--- config.mk ---
export PLATFORM = sky130hd
export DESIGN_NAME = pid_distance_steering
export DESIGN_NICKNAME = d
export VERILOG_FILES = /design/src/rtl/pds_pkg.sv /design/src/rtl/pid_distance_steering.sv
export SDC_FILE = /design/constraint.sdc
export NUM_CORES = 2
export LEC_CHECK = 0
export ABC_AREA = 1
export BUFFER_PORTS_ARGS = -buffer_cell sky130_fd_sc_hd__buf_2
export CORE_MARGIN = 3
export CORE_UTILIZATION = 30
export DETAILED_ROUTE_END_ITERATION = 8
export HOLD_SLACK_MARGIN = 0.15
export SYNTH_ARGS = -nofsm -noshare
export SYNTH_HDL_FRONTEND = slang
export SYNTH_SLANG_ARGS = --single-unit
--- constraint.sdc ---
create_clock -name i_clk -period 8.8 [get_ports i_clk]
set_clock_uncertainty 0.15 [all_clocks]
set_input_delay 1.32 -clock i_clk [delete_from_list [all_inputs] [get_ports i_clk]]
set_output_delay 1.32 -clock i_clk [all_outputs]
set_load 0.01 [all_outputs]
--- src/rtl/pds_pkg.sv ---
// Package for the distance PID and steering block: payload structs and register indexes.
package pds_pkg;

    typedef struct packed {
        logic [11:0] distance_mm;
        logic [9:0]  line_position;
        logic [2:0]  robot_mode;
    } t_in;

    typedef struct packed {
        logic               drive_valid;
        logic signed [15:0] right_speed;
        logic signed [15:0] left_speed;
    } t_out;

    localparam int unsigned CFG_IDX_W = 3;
    localparam int unsigned CFG_DAT_W = 16;

    localparam logic [CFG_IDX_W-1:0] CFG_GOAL_DISTANCE   = 3'd0;
    localparam logic [CFG_IDX_W-1:0] CFG_ERROR_THRESHOLD = 3'd1;
    localparam logic [CFG_IDX_W-1:0] CFG_MAX_SUM_ERROR   = 3'd2;
    localparam logic [CFG_IDX_W-1:0] CFG_KP_GAIN         = 3'd3;
    localparam logic [CFG_IDX_W-1:0] CFG_KI_GAIN         = 3'd4;
    localparam logic [CFG_IDX_W-1:0] CFG_KD_GAIN         = 3'd5;
    localparam logic [CFG_IDX_W-1:0] CFG_STEER_THRESHOLD = 3'd6;
    localparam logic [CFG_IDX_W-1:0] CFG_STEER_GAIN      = 3'd7;

endpackage

--- src/rtl/pid_distance_steering.sv ---
// Distance PID regulator with deadband, integral clamp and line-following steering.
// An accepted input transaction is registered through stages 1 to 5; the stage 5 register drives the output.
// Throughput: one transaction per cycle while the output is not stalled; integral and last error update in stage 2.
// Each stage advances whenever the next one is empty or moving, so bubbles absorb output stall.
// Reset (i_rst_n low, synchronous): all stages empty, integral and last error zero,
// previous mode set to START_MODE, configuration registers back to their default values.
module pid_distance_steering
    import pds_pkg::*;
#(
    parameter int IMAGE_WIDTH = 640,
    parameter int CHASE_MODE  = 1,
    parameter int START_MODE  = 0
) (
    input  logic                 i_clk,
    input  logic                 i_rst_n,
    // input channel
    input  logic                 i_in_valid,
    output logic                 o_in_stall,
    input  t_in                  i_in_data,
    // result channel
    output logic                 o_out_valid,
    input  logic                 i_out_stall,
    output t_out                 o_out_data,
    // configuration write port
    input  logic                 i_cfg_we,
    input  logic [CFG_IDX_W-1:0] i_cfg_idx,
    input  logic [CFG_DAT_W-1:0] i_cfg_data
);

    localparam logic [9:0] HALF_WIDTH = 10'(IMAGE_WIDTH / 2);
    localparam logic [2:0] CHASE_CODE = 3'(CHASE_MODE);
    localparam logic [2:0] START_CODE = 3'(START_MODE);

    // Clamp a wide signed value into the 16-bit motor range.
    function automatic logic signed [15:0] f_sat16(input logic signed [27:0] v);
        logic signed [15:0] res;
        if (v > 28'sd32767) begin
            res = 16'sh7fff;
        end else if (v < -28'sd32768) begin
            res = 16'sh8000;
        end else begin
            res = v[15:0];
        end
        return res;
    endfunction

    // Q8.8 to integer: divide by 256 truncating toward zero, then saturate.
    function automatic logic signed [15:0] f_q88(input logic signed [35:0] v);
        logic signed [35:0] biased;
        logic signed [27:0] q;
        biased = v + (v[35] ? 36'sd255 : 36'sd0);
        q      = 28'(biased >>> 8);
        return f_sat16(q);
    endfunction

    // ------------------------------------------------------------------
    // Configuration registers
    // ------------------------------------------------------------------
    logic        [11:0] r_goal;
    logic        [11:0] r_err_thr;
    logic        [15:0] r_max_sum;
    logic signed [15:0] r_kp;
    logic signed [15:0] r_ki;
    logic signed [15:0] r_kd;
    logic        [9:0]  r_steer_thr;
    logic signed [15:0] r_steer_gain;

    always_ff @(posedge i_clk) begin
        if (!i_rst_n) begin
            r_goal       <= 12'd100;
            r_err_thr    <= 12'd2;
            r_max_sum    <= 16'd1000;
            r_kp         <= 16'sd256;
            r_ki         <= 16'sd0;
            r_kd         <= 16'sd0;
            r_steer_thr  <= 10'd10;
            r_steer_gain <= 16'sd512;
        end else if (i_cfg_we) begin
            unique case (i_cfg_idx)
                CFG_GOAL_DISTANCE:   r_goal       <= i_cfg_data[11:0];
                CFG_ERROR_THRESHOLD: r_err_thr    <= i_cfg_data[11:0];
                CFG_MAX_SUM_ERROR:   r_max_sum    <= i_cfg_data;
                CFG_KP_GAIN:         r_kp         <= i_cfg_data;
                CFG_KI_GAIN:         r_ki         <= i_cfg_data;
                CFG_KD_GAIN:         r_kd         <= i_cfg_data;
                CFG_STEER_THRESHOLD: r_steer_thr  <= i_cfg_data[9:0];
                CFG_STEER_GAIN:      r_steer_gain <= i_cfg_data;
                default: ;
            endcase
        end
    end

    // ------------------------------------------------------------------
    // Pipeline flow control: a stage moves when the next is empty or moving
    // ------------------------------------------------------------------
    logic r1_v, r2_v, r3_v, r4_v, r5_v;
    logic rdy1, rdy2, rdy3, rdy4, rdy5;

    assign rdy5 = !r5_v || !i_out_stall;
    assign rdy4 = !r4_v || rdy5;
    assign rdy3 = !r3_v || rdy4;
    assign rdy2 = !r2_v || rdy3;
    assign rdy1 = !r1_v || rdy2;

    assign o_in_stall = !rdy1;

    always_ff @(posedge i_clk) begin
        if (!i_rst_n) begin
            r1_v <= 1'b0;
            r2_v <= 1'b0;
            r3_v <= 1'b0;
            r4_v <= 1'b0;
            r5_v <= 1'b0;
        end else begin
            if (rdy1) r1_v <= i_in_valid;
            if (rdy2) r2_v <= r1_v;
            if (rdy3) r3_v <= r2_v;
            if (rdy4) r4_v <= r3_v;
            if (rdy5) r5_v <= r4_v;
        end
    end

    // ------------------------------------------------------------------
    // Stage 1: input register
    // ------------------------------------------------------------------
    t_in r1_in;

    always_ff @(posedge i_clk) begin
        if (rdy1 && i_in_valid) begin
            r1_in <= i_in_data;
        end
    end

    // ------------------------------------------------------------------
    // Stage 2: error, derivative, deadband, integral update, steering offset.
    // The regulator state commits here, once per transaction.
    // ------------------------------------------------------------------
    logic signed [17:0] r_sum;
    logic signed [12:0] r_perr;
    logic        [2:0]  r_prev_mode;

    logic               mode_chg;
    logic               is_chase;
    logic signed [17:0] sum_base;
    logic signed [12:0] perr_base;
    logic signed [12:0] err;
    logic signed [13:0] deriv;
    logic signed [12:0] err_mag;
    logic               in_dead;
    logic signed [17:0] sum_add;
    logic signed [17:0] lim_pos;
    logic signed [17:0] lim_neg;
    logic signed [17:0] sum_clamp;
    logic signed [17:0] n_sum;
    logic signed [12:0] n_perr;
    logic signed [10:0] offs_raw;
    logic signed [10:0] offs_mag;
    logic signed [10:0] offs;
    logic               adv2;

    always_comb begin
        mode_chg  = (r1_in.robot_mode != r_prev_mode);
        is_chase  = (r1_in.robot_mode == CHASE_CODE);
        sum_base  = mode_chg ? 18'sd0 : r_sum;
        perr_base = mode_chg ? 13'sd0 : r_perr;

        err     = $signed({1'b0, r1_in.distance_mm}) - $signed({1'b0, r_goal});
        deriv   = 14'(err) - 14'(perr_base);
        err_mag = err[12] ? -err : err;
        in_dead = $unsigned(err_mag) < {1'b0, r_err_thr};

        // accumulate, then clamp to +-max
        sum_add = sum_base + 18'(err);
        lim_pos = $signed({2'b00, r_max_sum});
        lim_neg = -lim_pos;
        if (sum_add > lim_pos) begin
            sum_clamp = lim_pos;
        end else if (sum_add < lim_neg) begin
            sum_clamp = lim_neg;
        end else begin
            sum_clamp = sum_add;
        end

        n_sum  = (is_chase && !in_dead) ? sum_clamp : sum_base;
        n_perr = is_chase ? err : perr_base;

        // steering offset around the image center, zeroed inside its threshold
        offs_raw = $signed({1'b0, r1_in.line_position}) - $signed({1'b0, HALF_WIDTH});
        offs_mag = offs_raw[10] ? -offs_raw : offs_raw;
        offs     = ($unsigned(offs_mag) < {1'b0, r_steer_thr}) ? 11'sd0 : offs_raw;
    end

    assign adv2 = r1_v && rdy2;

    always_ff @(posedge i_clk) begin
        if (!i_rst_n) begin
            r_sum       <= 18'sd0;
            r_perr      <= 13'sd0;
            r_prev_mode <= START_CODE;
        end else if (adv2) begin
            r_sum       <= n_sum;
            r_perr      <= n_perr;
            r_prev_mode <= r1_in.robot_mode;
        end
    end

    logic               r2_chase;
    logic               r2_dead;
    logic signed [12:0] r2_err;
    logic signed [17:0] r2_sum;
    logic signed [13:0] r2_deriv;
    logic signed [10:0] r2_offs;

    always_ff @(posedge i_clk) begin
        if (adv2) begin
            r2_chase <= is_chase;
            r2_dead  <= in_dead;
            r2_err   <= err;
            r2_sum   <= sum_clamp;
            r2_deriv <= deriv;
            r2_offs  <= offs;
        end
    end

    // ------------------------------------------------------------------
    // Stage 3: the four gain products, each registered
    // ------------------------------------------------------------------
    logic               r3_chase;
    logic               r3_dead;
    logic signed [28:0] r3_pp;
    logic signed [33:0] r3_pi;
    logic signed [29:0] r3_pd;
    logic signed [26:0] r3_ps;

    always_ff @(posedge i_clk) begin
        if (r2_v && rdy3) begin
            r3_chase <= r2_chase;
            r3_dead  <= r2_dead;
            r3_pp    <= 29'(r_kp) * 29'(r2_err);
            r3_pi    <= 34'(r_ki) * 34'(r2_sum);
            r3_pd    <= 30'(r_kd) * 30'(r2_deriv);
            r3_ps    <= 27'(r_steer_gain) * 27'(r2_offs);
        end
    end

    // ------------------------------------------------------------------
    // Stage 4: sum the PID terms, scale both Q8.8 values back to integers
    // ------------------------------------------------------------------
    logic signed [35:0] pid_total;
    logic               r4_chase;
    logic signed [15:0] r4_speed;
    logic signed [15:0] r4_corr;

    assign pid_total = 36'(r3_pp) + 36'(r3_pi) + 36'(r3_pd);

    always_ff @(posedge i_clk) begin
        if (r3_v && rdy4) begin
            r4_chase <= r3_chase;
            r4_speed <= r3_dead ? 16'sd0 : f_q88(pid_total);
            r4_corr  <= f_q88(36'(r3_ps));
        end
    end

    // ------------------------------------------------------------------
    // Stage 5: apply steering to each motor, saturate, hold for the consumer
    // ------------------------------------------------------------------
    logic signed [16:0] left_sum;
    logic signed [16:0] right_sum;
    t_out               r5_out;

    assign left_sum  = 17'(r4_speed) + 17'(r4_corr);
    assign right_sum = 17'(r4_speed) - 17'(r4_corr);

    always_ff @(posedge i_clk) begin
        if (r4_v && rdy5) begin
            r5_out.drive_valid <= r4_chase;
            r5_out.left_speed  <= r4_chase ? f_sat16(28'(left_sum))  : 16'sd0;
            r5_out.right_speed <= r4_chase ? f_sat16(28'(right_sum)) : 16'sd0;
        end
    end

    assign o_out_valid = r5_v;
    assign o_out_data  = r5_out;

`ifndef SYNTH
    // Outside chase mode both motor fields must be zero.
    a_idle_zero: assert property (@(posedge i_clk) disable iff (!i_rst_n)
        (o_out_valid && !o_out_data.drive_valid) |->
            (o_out_data.left_speed == 16'sd0 && o_out_data.right_speed == 16'sd0))
        else $error("nonzero speed outside chase mode");

    // Leaving for a non-chase mode clears the integral and the last error.
    a_mode_clear: assert property (@(posedge i_clk) disable iff (!i_rst_n)
        (adv2 && mode_chg && !is_chase) |=> (r_sum == 18'sd0 && r_perr == 13'sd0))
        else $error("regulator state not cleared on mode change");

    // Input stall only when stage 1 holds a transaction that cannot move.
    a_stall_cause: assert property (@(posedge i_clk) disable iff (!i_rst_n)
        o_in_stall |-> (r1_v && r2_v && r3_v && r4_v && r5_v && i_out_stall))
        else $error("input stalled with room in the pipeline");

    // Reset leaves no result pending and a cleared integral.
    a_reset_state: assert property (@(posedge i_clk)
        !i_rst_n |=> (!o_out_valid && r_sum == 18'sd0 && r_perr == 13'sd0))
        else $error("state not cleared by reset");
`endif

endmodule
==> results.sh <==
export IMPL_gp_routability_congestion=0.878
export IMPL_cellLeakagePower_nw=31.5
export IMPL_slew_viol_final=0
export IMPL_ys_warn_count=0
export IMPL_cp_required_ns=9.08
export IMPL_num_rows=160
export IMPL_outcome="finished clean"
export IMPL_h_tree_depth=2
export IMPL_grt_overflow_total=0
export IMPL_start_util_pct=30.3
export IMPL_ys_types=54
export IMPL_slew_headroom_pct=24.6
export IMPL_cts_max_path_buffers=3
export IMPL_fin_crit_ns=7.43
export IMPL_setup_viol=0
export IMPL_nets=8314
export IMPL_ant_nets=0
export IMPL_setup_tns_ns=0
export IMPL_cp_arrival_ns=7.71
export IMPL_cts_num_sinks=424
export IMPL_syn_to_final_growth_pct=8.83
export IMPL_synth_seq_area_share_pct=19.4
export IMPL_worstSetupEndpointType="flop"
export IMPL_max_cap_violations=0
export IMPL_irDropWorstVdd_mv=0.189
export IMPL_drive_gt1_share_pct=4.88
export IMPL_rsz0062_at_grt="false"
export IMPL_cts_setup_buffers=0
export IMPL_path_clk_slew_ns=0.06
export IMPL_worst_path_max_fanout=19
export IMPL_startpoint_type="flop"
export IMPL_drt_wl_total_um=154000
export IMPL_cts_hold_buf=0
export IMPL_synth_area_sq_um=57800
export IMPL_hold_viol_final=0
export IMPL_tritoncts="yes"
export IMPL_synthCells=6957
export IMPL_grt_pass1_vias=45600
export IMPL_grt_use_total_pct=16.0
export IMPL_fp_dieW_um=445
export IMPL_core_sq_um=191000
export IMPL_synth_edf_count=271
export IMPL_hold_class="reg -> reg"
export IMPL_dieArea_sq_um=198000
export IMPL_dr_pass1_iters=6
export IMPL_dp_hpwl_um=124000
export IMPL_drc=0
export IMPL_die_height_um=445
export IMPL_pin_count=84
export IMPL_via_per_inst=4.59
export IMPL_worstSetupPathType="reg -> reg"
export IMPL_portBuffers=83
export IMPL_cts_buffers=58
export IMPL_grt_antenna_before_repair=9
export IMPL_power_density_nw_per_um2=166
export IMPL_synth_flop_cell="edfxtp_1"
export IMPL_clk_latency_ns=0.70
export IMPL_cts_resized=0
export IMPL_period_share_pct=84.4
export IMPL_grt_max_degree=77
export IMPL_syn_num_nets=8377
export IMPL_wl_per_cell_um=16.3
export IMPL_synth_area_per_cell_sq_um=8.31
export IMPL_worstMarginPinSlew_ns=1.13
export IMPL_vias=43400
export IMPL_ys_async_sr_fraction_pct=0
export IMPL_fin_hold_ws_ns=0.310
export IMPL_clock_fmax_ghz=0.135
export IMPL_grt_pass1_wl_um=251000
export IMPL_ys_ff_latch=424
export IMPL_first_iter_violations=2847
export IMPL_cts_root_buf="clkbuf_16"
-- power by group --
group / switching, mW / internal [mW] / total (mW) / leakage (nW)
Clock: 1.04 / 1.62 / 2.66 / 1.04
Combinational: 3.34 / 1.81 / 5.15 / 26.7
Sequential: 0.218 / 2.39 / 2.61 / 3.77
Total: 4.60 / 5.82 / 10.4 / 31.5
-- final timing paths --
kind / slack [ns] / depth (start not counted) / start / end
worst min-delay path: 0.31 / 2 / r_goal[11] / r_goal[11]
worst max-delay path: 1.37 / 27 / r_ki[1] / r3_pi[30]
worst max register to register: 1.37 / 27 / r_ki[1] / r3_pi[30]
worst min register to register: 0.31 / 2 / r_goal[11] / r_goal[11]
-- layout by cell type (no fill, tap or decap), types with 9 or more instances in the layout --
master and instances:
or2_2 71, bufinv_16 12, nor2_2 9, xnor2_1 72, a31oi_1 17, o21ai_1 10
o21bai_1 17, buf_4 38, o211ai_1 19, nand2_2 14, clkbuf_16 59, edfxtp_1 271
o21ai_0 275, a21oi_1 327, nand4_1 38, a21o_1 10, buf_2 82, xor2_1 183
nand3_1 131, fa_1 906, ha_1 465, nor3_1 35, nor2_1 351, o31ai_1 12
nand2_1 1558, inv_1 1675, dfxtp_1 153
-- critical path: stages (launching register included) --
cell and delay (ns):
dfxtp_1 0.85, nand2_1 0.19, fa_1 0.57, inv_1 0.05, fa_1 0.53, inv_1 0.06, fa_1 0.50, fa_1 0.55
inv_1 0.05, fa_1 0.48, inv_1 0.05, fa_1 0.48, inv_1 0.05, ha_1 0.33, a21oi_1 0.16, inv_1 0.05
a31oi_1 0.46, o21ai_1 0.19, a21boi_0 0.38, o21ai_1 0.14, a21boi_0 0.32, o21ai_1 0.17, nand2_1 0.09, nand2_1 0.07
nand2_1 0.08, nand2_1 0.06, nand2_1 0.06, nand2_1 0.05
-- routing by layer --
| layer | global-route usage [%] | up-vias | share of wire [%] |
|---|---|---|---|
| met5 | 0 | - | 0.0078 |
| met4 | 6.02 | 2 | 3.7 |
| met3 | 1.93 | 207 | 5.0 |
| met2 | 26.5 | 1046 | 47 |
| met1 | 21.3 | 21300 | 45 |
| li1 | - | 20800 | - |
-- synth_stat cells (17+ instances only) --
| cell | n | area (sq um) |
|---|---|---|
| nand3_1 | 131 | 656 |
| xnor2_1 | 72 | 631 |
| or2_2 | 71 | 444 |
| nand2_1 | 1558 | 5850 |
| a21oi_1 | 328 | 1640 |
| nor3_1 | 36 | 180 |
| a31oi_1 | 17 | 106 |
| o211ai_1 | 19 | 143 |
| o21ai_0 | 275 | 1380 |
| fa_1 | 906 | 18100 |
| dfxtp_1 | 153 | 3060 |
| clkbuf_1 | 220 | 826 |
| ha_1 | 465 | 5820 |
| inv_1 | 1676 | 6290 |
| nor2_1 | 354 | 1330 |
| xor2_1 | 183 | 1600 |
| edfxtp_1 | 271 | 8140 |
| nand4_1 | 38 | 238 |
| o21bai_1 | 17 | 128 |
-- registers in the layout, indices dropped and copies added (netlist names), 3 cells and up --
signal	cells
r3_pi	34
o_out_data	33
r3_pd	30
r3_pp	29
r3_ps	27
r1_in	25
r2_sum	18
r_sum	18
r4_corr	16
r4_speed	16
r_kd	16
r_ki	16
r_kp	16
r_max_sum	16
r_steer_gain	16
r2_deriv	14
r2_err	13
r_perr	13
r_err_thr	12
r_goal	12
r2_offs	11
r_steer_thr	10
r_prev_mode	3
-- kinds of logic after synthesis --
logic type | after synthesis | share of synthesized area [%]
xor+xnor | 261 | 4.03
buf+inv | 1928 | 12.6
compound gates | 731 | 6.86
flops | 424 | 19.4
fa+ha+maj | 1371 | 41.5
simple gates | 2242 | 15.7
-- cell type report --
cell class              instances  area [sq um]
inverters                    1685          6320
fillers                     19900        128000
repair buffers                120           696
well taps                    2511          3140
multi-input cells            4605         39400
clock buffers                  68          1530
clock inverters                41           617
diodes                          8          20.0
flip-flops and latches        424         11200
-- through the flow --
step	utilization [%]	power [mW]	setup WS [ns]	instance area (sq um)	std cells
after floorplan	-	6.33	1.38	57800	6957
after global placement	31.8	7.75	1.24	60700	9345
after detailed placement	31.8	7.81	1.32	60700	9345
after CTS	32.9	10.5	1.28	62900	9454
after global routing	33.0	11.3	0.685	62900	9459
final	33.0	10.4	1.37	62900	9462
Note: power is estimated with default switching activity, not from simulation.
